[src/sv/escape_time_fractal_pixel_defines.svh]
// Assertion macros for the escape-time fractal pixel block.
`ifndef ESCAPE_TIME_FRACTAL_PIXEL_DEFINES_SVH
`define ESCAPE_TIME_FRACTAL_PIXEL_DEFINES_SVH
`ifndef ASSERT_OFF
`define EFP_ASSERT(lbl, prop) \
	lbl: assert property (@(posedge clk) disable iff (!arst_n) prop) \
	else $error("assertion failed");
`define EFP_ASSERT_IMPL(lbl, ante, cons) \
	lbl: assert property (@(posedge clk) disable iff (!arst_n) (ante) |-> (cons)) \
	else $error("assertion failed");
`else
`define EFP_ASSERT(lbl, prop)
`define EFP_ASSERT_IMPL(lbl, ante, cons)
`endif
`endif

[src/sv/efp_pkg.sv]
// Shared types, constants and the saturating function of the escape-time fractal pixel block.
package efp_pkg;

	localparam int MAX_ITER = 100;
	localparam int ITER_W = $clog2(MAX_ITER + 1);

	localparam logic [31:0] MANDEL_MULT = 32'h0010_0506;
	localparam logic [31:0] JULIA_MULT = 32'h0000_0404;
	localparam logic [63:0] ESC_LIMIT = 64'h0400_0000_0000_0000;

	typedef enum logic [2:0] {
		CFG_MODE = 3'd0,
		CFG_CENTER_X = 3'd1,
		CFG_CENTER_Y = 3'd2,
		CFG_PIXEL_STEP = 3'd3,
		CFG_JULIA_RE = 3'd4,
		CFG_JULIA_IM = 3'd5,
		CFG_COLOR_OFFSET = 3'd6
	} cfg_idx_t;

	typedef struct packed {
		logic mode;
		logic [11:0] center_x;
		logic [11:0] center_y;
		logic [30:0] pixel_step;
		logic signed [31:0] julia_re;
		logic signed [31:0] julia_im;
		logic signed [10:0] color_offset;
	} cfg_t;

	typedef struct packed {
		logic [11:0] pixel_x;
		logic [11:0] pixel_y;
	} pix_t;

	typedef struct packed {
		logic [31:0] color;
		logic [6:0] iterations;
		logic escaped;
	} res_t;

	typedef struct packed {
		logic signed [31:0] zr;
		logic signed [31:0] zi;
		logic signed [31:0] cr;
		logic signed [31:0] ci;
		logic [ITER_W-1:0] iter;
		logic done;
	} z_t;

	function automatic logic signed [31:0] sat32(input logic signed [63:0] v);
		logic signed [31:0] r;
		if (v > 64'sd2147483647) begin
			r = 32'sh7fff_ffff;
		end else if (v < -64'sd2147483648) begin
			r = 32'sh8000_0000;
		end else begin
			r = v[31:0];
		end
		return r;
	endfunction

endpackage

[src/sv/efp_color.sv]
// Color word from the final real part and the escape flag.
module efp_color (
	input logic clk,
	input logic arst_n,
	input logic en,
	input efp_pkg::cfg_t cfg,
	input logic in_valid,
	input efp_pkg::z_t in_word,
	output logic out_valid,
	output efp_pkg::res_t out_word
);

	logic signed [35:0] zr10;
	logic signed [31:0] k_c;
	logic v_s1;
	logic signed [31:0] k_s1;
	logic [31:0] mult_s1;
	logic [efp_pkg::ITER_W-1:0] iter_s1;
	logic esc_s1;
	logic [31:0] prod;
	logic v_s2;
	efp_pkg::res_t r_s2;

	assign zr10 = 36'(in_word.zr) * 36'sd10;

	always_comb begin
		if (cfg.mode) begin
			k_c = 32'(zr10 >>> 28) + 32'(cfg.color_offset);
		end else begin
			k_c = 32'(in_word.zr >>> 28) + 32'(cfg.color_offset);
		end
	end

	assign prod = 32'(k_s1 * $signed(mult_s1));

	always_ff @(posedge clk or negedge arst_n) begin
		if (!arst_n) begin
			v_s1 <= 1'b0;
			v_s2 <= 1'b0;
		end else if (en) begin
			v_s1 <= in_valid;
			v_s2 <= v_s1;
		end
	end

	always_ff @(posedge clk) begin
		if (en) begin
			k_s1 <= k_c;
			mult_s1 <= cfg.mode ? efp_pkg::JULIA_MULT : efp_pkg::MANDEL_MULT;
			iter_s1 <= in_word.iter;
			esc_s1 <= in_word.done;
			r_s2.color <= esc_s1 ? prod : 32'd0;
			r_s2.iterations <= 7'(iter_s1);
			r_s2.escaped <= esc_s1;
		end
	end

	assign out_valid = v_s2;
	assign out_word = r_s2;

endmodule

[config.mk]
export PLATFORM = sky130hd
export DESIGN_NAME = efp_color
export DESIGN_NICKNAME = d
export VERILOG_FILES = /design/src/sv/escape_time_fractal_pixel_defines.svh /design/src/sv/efp_pkg.sv /design/src/sv/efp_color.sv
export SDC_FILE = /design/constraint.sdc
export NUM_CORES = 1
export LEC_CHECK = 0
export BUFFER_PORTS_ARGS = -buffer_cell sky130_fd_sc_hd__buf_2
export CAP_MARGIN = 20
export CORE_UTILIZATION = 54
export DETAILED_ROUTE_END_ITERATION = 16
export MAX_ROUTING_LAYER = met4
export PLACE_DENSITY = 0.89
export SYNTH_ARGS = -nofsm -noshare
export SYNTH_HDL_FRONTEND = slang
export SYNTH_SLANG_ARGS = --single-unit
[constraint.sdc]
create_clock -name clk -period 14.5 [get_ports clk]
set_clock_uncertainty 0.05 [all_clocks]
set_input_delay 2.9 -clock clk [delete_from_list [all_inputs] [get_ports clk]]
set_output_delay 2.9 -clock clk [all_outputs]
set_load 0.05 [all_outputs]
==> results of run 1 <==
[Yosys cell counts, drive strengths merged (3+ instances only)]
master / n / share of area
o211ai: 5 / 0.0049
edfxtp: 60 / 0.23
clkbuf: 8 / 0.0039
o31ai: 5 / 0.0049
nor2b: 8 / 0.0065
nor3b: 3 / 0.0029
xnor2: 20 / 0.023
nand3: 11 / 0.0072
a2111oi: 3 / 0.0050
o2111ai: 6 / 0.0077
nand4: 11 / 0.0090
o21a: 8 / 0.0078
o21ai: 25 / 0.016
ha: 165 / 0.27
a211oi: 5 / 0.0055
a21o: 19 / 0.019
nor3: 17 / 0.012
mux2: 4 / 0.0059
and3: 7 / 0.0057
or3: 3 / 0.0024
inv: 110 / 0.054
a31oi: 4 / 0.0033
a21oi: 49 / 0.032
and2: 24 / 0.020
nor2: 40 / 0.020
xor2: 18 / 0.021
fa: 51 / 0.13
or4: 4 / 0.0044
o21bai: 6 / 0.0059
nor4: 4 / 0.0033
nand2: 33 / 0.016
o31a: 3 / 0.0034
or2: 4 / 0.0033
[power groups by stage]
| stage | combinational, mW | sequential (mW) | clock, mW |
|---|---|---|---|
| 2_1_floorplan | 1.15 | 0.449 | 0 |
| 3_3_place_gp | 1.58 | 0.319 | 0 |
| 3_5_place_dp | 1.64 | 0.323 | 0 |
| 4_1_cts | 1.68 | 0.321 | 0.203 |
| 5_1_grt | 1.89 | 0.326 | 0.210 |
| 6_report | 1.69 | 0.321 | 0.200 |
[layout make-up]
cell class,instances,area (µm²),area share
clock inverter,7,50.0,0.00572
inverter,110,413,0.0472
sequential,62,1850,0.212
tap,180,225,0.0258
multi-input combinational,612,5490,0.628
timing repair buffer,97,490,0.0561
clock buffer,9,225,0.0258
[state kept, by name (all words and copies together) (netlist names)]
signal,flops
k_s1,12
iter_s1,7
mult_s1,1
esc_s1,1
v_s1,1
out_valid,1
out_word,39
[cell usage in the layout (no fill, tap or decap), types with 18 or more instances in the layout]
master / netlist / final
ha_1: 165 / 165
and2_1: 24 / 24
xor2_1: 18 / 18
edfxtp_1: 60 / 60
a21oi_1: 49 / 49
inv_1: 110 / 110
o21ai_0: 23 / 23
nand2_1: 33 / 33
nor2_1: 40 / 40
buf_2: 0 / 95
a21o_1: 19 / 19
xnor2_1: 20 / 20
fa_1: 51 / 51
conb_1: 2 / 31
[worst max path at each step]
stage / endpoint / slack, ns
after detailed placement: k_s1[10]$_DFFE_PP_ / 6.84
after global placement: k_s1[10]$_DFFE_PP_ / 6.99
after floorplan: k_s1[10]$_DFFE_PP_ / 7.43
after global routing: k_s1[10]$_DFFE_PP_ / 6.85
after CTS: k_s1[10]$_DFFE_PP_ / 7.18
final: k_s1[10]$_DFFE_PP_ / 7.13
[layer usage]
layer | wire, µm | up-vias
li1 | - | 2942
met1 | 7360 | 2902
met2 | 8790 | 205
met3 | 1480 | 38
met4 | 536 | 0
met5 | 0 | -
[metrics by stage]
stage | instance area, µm² | worst slack, ns | instances
5_1_grt | 8740 | 6.85 | 1077
3_5_place_dp | 8470 | 6.84 | 1061
4_1_cts | 8740 | 7.18 | 1077
2_1_floorplan | 7790 | 7.43 | 794
6_report | 8740 | 7.13 | 1077
3_3_place_gp | 8470 | 6.99 | 1061
[cells by family (layout without fill, tap and decap cells)]
family | after synthesis | after routing
flops | 62 | 62
mux | 5 | 5
compound gates | 149 | 149
simple gates | 173 | 173
xor+xnor | 38 | 38
other cells | 2 | 31
fa+ha+maj | 216 | 216
buf+inv | 120 | 223
==> results.sh, run 1 <==
export IMPL_outcome="complete, no violations"
export IMPL_grt_busiest_layer="met2"
export IMPL_syn_area_per_cell_um2=10.0
export IMPL_postCtsSetupRepairBufs=0
export IMPL_r2r_start="k_s1[30]$_DFFE_PP_"
export IMPL_crit_type="in -> reg"
export IMPL_drv_slew=0
export IMPL_antennaDiodeCount=0
export IMPL_ys_async_sr_fraction=0.0323
export IMPL_tightest_slew_ns=0.794
export IMPL_drive_gt1_frac=0.146
export IMPL_cts_htree_levels=3
export IMPL_clockPowerShare=0.090
export IMPL_critPathCaptureType="flop"
export IMPL_die_y_um=121
export IMPL_postLayoutCoreUtil=0.630
export IMPL_hold_depth=0
export IMPL_wire_per_inst_um=16.9
export IMPL_cp_depth=21
export IMPL_core_area_mm2=0.0139
export IMPL_synthToLayoutAreaGrowth_pct=13.8
export IMPL_postRouteAntennaNets=0
export IMPL_yosys_area_share_xor_xnor=0.0433
export IMPL_required_ns=14.54
export IMPL_reg2reg_to="out_word[33]$_SDFFCE_PN0P_"
export IMPL_ios=312
export IMPL_path_cells="buf_2 -> ha_1 -> ha_1 -> a21o_1 -> a21oi_1 -> nor2b_1 -> or4_4 -> o21ai_0 -> o211ai_1 -> xor2_1 -> mux2_2 -> ha_1 -> fa_1 -> a21o_1 -> a21oi_1 -> o21bai_1 -> a21oi_1 -> o21bai_1 -> a21oi_1 -> nor3_1 -> a311o_1"
export IMPL_hold_end="out_word[5]$_DFFE_PP_"
export IMPL_fmax_ghz=0.136
export IMPL_num_fill_cells=1090
export IMPL_rsz0062_at_grt="false"
export IMPL_yosysWarningCount=0
export IMPL_p_leak_nw=4.41
export IMPL_layout_min_cycle_time_ns=7.37
export IMPL_postRouteWirelength_um=18200
export IMPL_final_hold_violation_count=0
export IMPL_ys_seq_area_frac=0.241
export IMPL_tns_ns=0
export IMPL_r2r_slack_ns=7.55
export IMPL_finalCritPeriodShare=0.508
export IMPL_cp_slowest_stage_delay_ns=0.44
export IMPL_cp_top_family="compound AO/OA/AOI/OAI gates"
export IMPL_postSynthCellCount=765
export IMPL_grt_pass1_vias=6312
export IMPL_holdCritStartpoint="iter_s1[4]$_DFFE_PP_"
export IMPL_grt_overflow=0
export IMPL_power_internal_mw=1.04
export IMPL_cts_buffers_inserted=9
export IMPL_netSwitchingFraction=0.528
export IMPL_grt_max_degree=63
export IMPL_synth_cell_types=58
export IMPL_antenna_found_initial=0
export IMPL_fp_row_count=43
export IMPL_peakVddDrop_mv=0.126
export IMPL_whs_ns=0.367
export IMPL_syn_area_mm2=0.00768
export IMPL_grt_util_met2=0.445
export IMPL_comb_power_share=0.764
export IMPL_clkSinkCount=62
export IMPL_synthMuxAreaShare=0.00716
export IMPL_setup_viol=0
export IMPL_worst_path_buf_inv=1
export IMPL_drcViolationCount=0
export IMPL_clockBufferDepth=2
export IMPL_cp_arrival_ns=7.41
export IMPL_use_met1=0.308
export IMPL_initial_core_util=0.554
export IMPL_power_share_sequential=0.145
export IMPL_first_pass_iters=6
export IMPL_power_mw=2.21
export IMPL_synth_compound_area_share=0.131
export IMPL_vias=6087
export IMPL_drt_iter0_markers=465
export IMPL_cap_violations=0
export IMPL_yosys_register_bits=62
export IMPL_power_density_mw_per_mm2=253
export IMPL_place_gp_congestion=0.951
export IMPL_cp_common_cell="a21oi_1"
export IMPL_rr_worst_depth=19
export IMPL_root_buffer="clkbuf_16"
export IMPL_synthAdderAreaFrac=0.402
export IMPL_grt_pass1_wl_um=29700
export IMPL_netSwitchingPower_mw=1.17
export IMPL_synth_edf_count=60
export IMPL_die_area_mm2=0.0147
export IMPL_routed_via_density=5.65
export IMPL_cts_tree="built"
export IMPL_dpl_hpwl_um=14800
export IMPL_portBuffers=95
export IMPL_hold_path_class="reg -> reg"
export IMPL_hold_buffers=0
export IMPL_insertion_delay_ns=0.35
export IMPL_timing_critical_path_from="in_word[112]"
export IMPL_synth_top_family_by_area="adder cells"
export IMPL_synth_ff_type="edfxtp_1"
export IMPL_slowest_stage="or4_4"
export IMPL_nets=1379
export IMPL_die_x_um=121
export IMPL_grt_use_total=0.271
export IMPL_post_cts_resized=0
export IMPL_slew_limit_headroom=0.471
export IMPL_cp_start_kind="input port"
export IMPL_path_clk_slew_ns=0.05
export IMPL_path_max_fanout=3
export IMPL_use_met3=0.0813
export IMPL_yosys_area_share_simple=0.116
Power figures use the tool's default switching activity.
==> run 2, diff against run 1 <==
--- a/config.mk
+++ b/config.mk
@@ -7,10 +7,10 @@
 export LEC_CHECK = 0
 export BUFFER_PORTS_ARGS = -buffer_cell sky130_fd_sc_hd__buf_2
 export CAP_MARGIN = 20
-export CORE_UTILIZATION = 54
+export CORE_UTILIZATION = 46
 export DETAILED_ROUTE_END_ITERATION = 16
 export MAX_ROUTING_LAYER = met4
-export PLACE_DENSITY = 0.89
+export PLACE_DENSITY = 0.81
 export SYNTH_ARGS = -nofsm -noshare
 export SYNTH_HDL_FRONTEND = slang
 export SYNTH_SLANG_ARGS = --single-unit
==> constraint.sdc (replaced) <==
create_clock -name clk -period 6.7 [get_ports clk]
set_clock_uncertainty 0.05 [all_clocks]
set_input_delay 1.34 -clock clk [delete_from_list [all_inputs] [get_ports clk]]
set_output_delay 1.34 -clock clk [all_outputs]
set_load 0.05 [all_outputs]
==> run 2 against run 1 <==
Setup slack worse by 6.2 ns. First-iteration DRC count down 37%. Final area up 1.0%. Non-clock buffer count up 3. Critical path depth down 1. Largest cell class unchanged.
==> results.sh, run 2 (synthesis results as in run 1) <==
export IMPL_hold_end="out_word[5]$_DFFE_PP_"
export IMPL_grt_max_degree=63
export IMPL_root_buffer="clkbuf_16"
export IMPL_clockBufferDepth=2
export IMPL_portBuffers=95
export IMPL_worst_slack_ns=0.977
export IMPL_antennaDiodeCount=0
export IMPL_clockPowerShare=0.100
export IMPL_place_gp_congestion=0.911
export IMPL_path_clk_slew_ns=0.06
export IMPL_most_common_layout_cells="165 x ha_1, 110 x inv_1, 95 x buf_2, 60 x edfxtp_1, 51 x fa_1"
export IMPL_num_fill_cells=1377
export IMPL_setup_viol=0
export IMPL_hold_path_class="reg -> reg"
export IMPL_cts_htree_levels=3
export IMPL_layout_min_cycle_time_ns=5.72
export IMPL_drt_iter0_markers=295
export IMPL_post_cts_resized=0
export IMPL_crit_type="reg -> reg"
export IMPL_r2r_slack_ns=0.98
export IMPL_fp_row_count=46
export IMPL_cts_buffers_inserted=9
export IMPL_postCtsSetupRepairBufs=0
export IMPL_drive_gt1_frac=0.148
export IMPL_netSwitchingPower_mw=2.45
export IMPL_path_max_fanout=16
export IMPL_power_share_sequential=0.144
export IMPL_wire_per_inst_um=15.2
export IMPL_rr_worst_depth=20
export IMPL_initial_core_util=0.477
export IMPL_postRouteAntennaNets=0
export IMPL_vias=5929
export IMPL_finalCritPeriodShare=0.854
export IMPL_power_internal_mw=2.30
export IMPL_timing_critical_path_from="k_s1[30]$_DFFE_PP_"
export IMPL_post_place_ws_ns=0.646
export IMPL_cap_violations=0
export IMPL_slew_limit_headroom=0.457
export IMPL_die_x_um=131
export IMPL_grt_pass1_vias=6080
export IMPL_drv_slew=0
export IMPL_fmax_ghz=0.175
export IMPL_reg2reg_to="out_word[33]$_SDFFCE_PN0P_"
export IMPL_dpl_hpwl_um=13900
export IMPL_postRouteWirelength_um=16900
export IMPL_grt_pass1_wl_um=28500
export IMPL_rsz0062_at_grt="false"
export IMPL_netSwitchingFraction=0.516
export IMPL_die_y_um=131
export IMPL_cp_arrival_ns=5.76
export IMPL_first_pass_iters=5
export IMPL_power_mw=4.75
export IMPL_power_density_mw_per_mm2=538
export IMPL_p_leak_nw=4.44
export IMPL_grt_overflow=0
export IMPL_die_area_mm2=0.0172
export IMPL_required_ns=6.73
export IMPL_comb_power_share=0.756
export IMPL_clkSinkCount=62
export IMPL_hold_depth=0
export IMPL_antenna_found_initial=0
export IMPL_critPathCaptureType="flop"
export IMPL_r2r_start="k_s1[30]$_DFFE_PP_"
export IMPL_routed_via_density=5.31
export IMPL_fin_area_mm2=0.00883
export IMPL_insertion_delay_ns=0.34
export IMPL_tightest_slew_ns=0.815
export IMPL_holdCritStartpoint="iter_s1[4]$_DFFE_PP_"
export IMPL_outcome="complete, no violations"
export IMPL_core_area_mm2=0.0161
export IMPL_cp_start_kind="flop"
export IMPL_drcViolationCount=0
export IMPL_ios=312
export IMPL_layout_commonest_cell="ha_1"
export IMPL_largest_reg_flops=39
export IMPL_final_hold_violation_count=0
export IMPL_tns_ns=0
export IMPL_peakVddDrop_mv=0.279
export IMPL_hold_buffers=0
export IMPL_nets=1382
export IMPL_grt_use_total=0.213
export IMPL_post_dp_cell_area_mm2=0.00853
export IMPL_synthToLayoutAreaGrowth_pct=15.0
export IMPL_cts_tree="built"
-- run 2: changes by cell type in the layout (fill, tap and decap cells not counted), sizes merged --
cell      change
bufinv        +1
clkinvlp      -2
clkinv        -1
buf           +3
clkbuf        +2
-- run 2: power groups by stage --
stage	combinational [mW]	clock, mW	sequential (mW)
5_1_grt	4.04	0.498	0.695
3_5_place_dp	3.54	0	0.687
2_1_floorplan	2.48	0	0.972
3_3_place_gp	3.46	0	0.685
4_1_cts	3.60	0.486	0.684
6_report	3.59	0.475	0.684
-- run 2: worst max-delay path: stages (launching register included) --
cell	delay (ns)
edfxtp_1	0.37
buf_4	0.27
nand2_1	0.14
xnor2_1	0.25
ha_1	0.28
ha_1	0.22
ha_1	0.28
ha_1	0.28
inv_1	0.05
fa_1	0.50
fa_1	0.56
inv_1	0.05
ha_1	0.37
and3_1	0.21
nand4_1	0.10
nor3_1	0.30
o21ai_0	0.24
a21boi_1	0.47
o2111a_1	0.25
o21ai_0	0.07
nor3b_1	0.15
-- run 2: stage by stage --
stage               instances  hold slack, ns   util
finish                   1116           0.369  0.548
global route             1116           0.382  0.548
CTS                      1116           0.371  0.548
detailed placement       1100           0.358  0.530
global placement         1100           0.351  0.530
floorplan                 794           0.350      -
-- run 2: layer usage --
layer | part of all wire | track usage
met1 | 0.44 | 0.253
met2 | 0.46 | 0.347
met3 | 0.074 | 0.0656
met4 | 0.018 | 0.0647
met5 | 0 | -
-- run 2: how the worst max path moves through the flow --
stage / end / depth (start not counted)
global placement: k_s1[10]$_DFFE_PP_ / 21
floorplan: k_s1[10]$_DFFE_PP_ / 20
finish: out_word[33]$_SDFFCE_PN0P_ / 20
global route: k_s1[10]$_DFFE_PP_ / 21
CTS: k_s1[10]$_DFFE_PP_ / 21
detailed placement: k_s1[10]$_DFFE_PP_ / 21
-- run 2: final cells by class --
cell class                 instances  area [µm²]  share of cell area
clock inverter                     5        56.3             0.00637
multi-input combinational        612        5490               0.621
tap                              216         270              0.0306
sequential                        62        1850               0.210
clock buffer                      11         243              0.0275
timing repair buffer             100         513              0.0581
inverter                         110         413              0.0467
==> run 3, diff against run 2 <==
--- a/config.mk
+++ b/config.mk
@@ -7,10 +7,11 @@
 export LEC_CHECK = 0
 export BUFFER_PORTS_ARGS = -buffer_cell sky130_fd_sc_hd__buf_2
 export CAP_MARGIN = 20
+export CORE_MARGIN = 8
 export CORE_UTILIZATION = 46
 export DETAILED_ROUTE_END_ITERATION = 16
 export MAX_ROUTING_LAYER = met4
-export PLACE_DENSITY = 0.81
+export PLACE_DENSITY = 0.8
 export SYNTH_ARGS = -nofsm -noshare
 export SYNTH_HDL_FRONTEND = slang
 export SYNTH_SLANG_ARGS = --single-unit
==> run 3 against run 2 <==
Sequential power down 2%. Cell count up 0.27%. Critical path depth down 1. Routed wire length down 7.6%. Register-to-register slack worse by 0.07 ns. Combinational power down 2%. Critical path type unchanged. Final area about the same.
==> results.sh, run 3 (synthesis results as in run 1) <==
export IMPL_path_clk_slew_ns=0.05
export IMPL_cp_common_cell="ha_1"
export IMPL_cts_buffers_inserted=9
export IMPL_power_internal_mw=2.33
export IMPL_comb_power_share=0.753
export IMPL_whs_ns=0.366
export IMPL_slowest_stage="edfxtp_1"
export IMPL_antennaDiodeCount=0
export IMPL_cp_slowest_stage_delay_ns=0.64
export IMPL_drive_gt1_frac=0.145
export IMPL_path_max_fanout=19
export IMPL_vias=5865
export IMPL_die_area_mm2=0.0211
export IMPL_final_hold_violation_count=0
export IMPL_setup_viol=0
export IMPL_core_area_mm2=0.0165
export IMPL_rsz0062_at_grt="false"
export IMPL_grt_pass1_wl_um=27000
export IMPL_hold_buffers=0
export IMPL_drcViolationCount=0
export IMPL_wire_per_inst_um=14.0
export IMPL_grt_max_degree=63
export IMPL_routed_via_density=5.24
export IMPL_antenna_found_initial=0
export IMPL_layout_commonest_cell="ha_1"
export IMPL_hold_path_class="reg -> reg"
export IMPL_cp_top_family="adder cells"
export IMPL_cts_htree_levels=3
export IMPL_root_buffer="clkbuf_16"
export IMPL_first_pass_iters=5
export IMPL_grt_overflow=0
export IMPL_p_leak_nw=4.44
export IMPL_finalCritPeriodShare=0.865
export IMPL_worst_path_buf_inv=2
export IMPL_postCtsSetupRepairBufs=0
export IMPL_die_x_um=145
export IMPL_cap_violations=0
export IMPL_nets=1381
export IMPL_layout_min_cycle_time_ns=5.80
export IMPL_synthToLayoutAreaGrowth_pct=15.0
export IMPL_fmax_ghz=0.173
export IMPL_place_gp_congestion=0.904
export IMPL_clockPowerShare=0.103
export IMPL_largest_reg_flops=39
export IMPL_netSwitchingPower_mw=2.33
export IMPL_most_common_layout_cells="165 x ha_1, 110 x inv_1, 95 x buf_2, 60 x edfxtp_1, 51 x fa_1"
export IMPL_tns_ns=0
export IMPL_initial_core_util=0.467
export IMPL_insertion_delay_ns=0.33
export IMPL_dp_cells=1103
export IMPL_tightest_slew_ns=0.806
export IMPL_path_cells="nand2_1 -> nor2_1 -> ha_1 -> ha_1 -> ha_1 -> ha_1 -> inv_1 -> fa_1 -> fa_1 -> inv_1 -> ha_1 -> and3_1 -> nand4_1 -> nor3_1 -> o21ai_0 -> a21boi_1 -> o2111a_1 -> o21ai_0 -> nor3b_1"
export IMPL_post_cts_resized=0
export IMPL_clockBufferDepth=2
export IMPL_required_ns=6.70
export IMPL_power_share_sequential=0.144
export IMPL_grt_use_total=0.157
export IMPL_fin_cells=1119
export IMPL_crit_type="reg -> reg"
export IMPL_postRouteAntennaNets=0
export IMPL_netSwitchingFraction=0.501
export IMPL_power_density_mw_per_mm2=527
export IMPL_grt_pass1_vias=6039
export IMPL_cp_start_kind="flop"
export IMPL_drv_slew=0
export IMPL_peakVddDrop_mv=0.298
export IMPL_critPathCaptureType="flop"
export IMPL_dpl_hpwl_um=13100
export IMPL_post_dp_cell_area_mm2=0.00853
export IMPL_slew_limit_headroom=0.449
export IMPL_clkSinkCount=62
export IMPL_portBuffers=95
export IMPL_cp_arrival_ns=5.80
export IMPL_outcome="complete, no violations"
export IMPL_cts_tree="built"
export IMPL_fin_area_mm2=0.00884
export IMPL_postRouteWirelength_um=15700
export IMPL_ios=312
export IMPL_fp_row_count=47
export IMPL_die_y_um=145
export IMPL_drt_iter0_markers=211
==> run 3: final timing paths <==
| check | startpoint | to | slack [ns] | cells after the start |
|---|---|---|---|---|
| worst min register to register | iter_s1[4]$_DFFE_PP_ | out_word[5]$_DFFE_PP_ | 0.37 | 0 |
| worst min-delay path | iter_s1[4]$_DFFE_PP_ | out_word[5]$_DFFE_PP_ | 0.37 | 0 |
| worst max register to register | mult_s1[8]$_DFFE_PP_ | out_word[33]$_SDFFCE_PN0P_ | 0.90 | 19 |
| max in group asynchronous | arst_n | v_s1$_DFFE_PN0P_ | 5.78 | 1 |
| worst max-delay path | mult_s1[8]$_DFFE_PP_ | out_word[33]$_SDFFCE_PN0P_ | 0.90 | 19 |
| min in group asynchronous | arst_n | out_valid$_DFFE_PN0P_ | 0.72 | 1 |
==> run 3: metrics by stage <==
stage	worst slack (ns)	total power, mW	util
after global placement	0.779	4.03	0.518
after detailed placement	0.735	4.13	0.518
after global routing	0.404	5.15	0.537
after floorplan	1.19	3.45	-
final	0.904	4.66	0.537
after CTS	0.938	4.66	0.537
==> run 3: metal layers <==
layer  part of all wire  wire [µm]  track usage
met3              0.054        844       0.0401
met2               0.46       7170        0.251
met4              0.023        363       0.0510
met1               0.46       7280        0.190
met5                  0          0            -
==> run 3: layout make-up <==
| class | count | area (µm²) |
|---|---|---|
| fillers | 1423 | 7630 |
| multi-input cells | 612 | 5490 |
| flip-flops and latches | 62 | 1850 |
| repair buffers | 99 | 505 |
| inverters | 110 | 413 |
| well taps | 220 | 275 |
| clock buffers | 11 | 233 |
| clock inverters | 5 | 73.8 |
==> run 3: power by group through the flow <==
| stage | sequential, mW | clock [mW] | combinational (mW) |
|---|---|---|---|
| floorplan | 0.972 | 0 | 2.48 |
| global placement | 0.674 | 0 | 3.36 |
| detailed placement | 0.677 | 0 | 3.45 |
| CTS | 0.671 | 0.488 | 3.50 |
| global route | 0.681 | 0.506 | 3.97 |
| finish | 0.670 | 0.481 | 3.51 |
==> run 3: worst reg2reg max path: stages (launching register included) <==
cell      delay, ns
edfxtp_1       0.64
nand2_1        0.21
nor2_1         0.23
ha_1           0.28
ha_1           0.31
ha_1           0.32
ha_1           0.29
inv_1          0.05
fa_1           0.50
fa_1           0.57
inv_1          0.06
ha_1           0.38
and3_1         0.20
nand4_1        0.12
nor3_1         0.30
o21ai_0        0.23
a21boi_1       0.32
o2111a_1       0.24
o21ai_0        0.08
nor3b_1        0.15
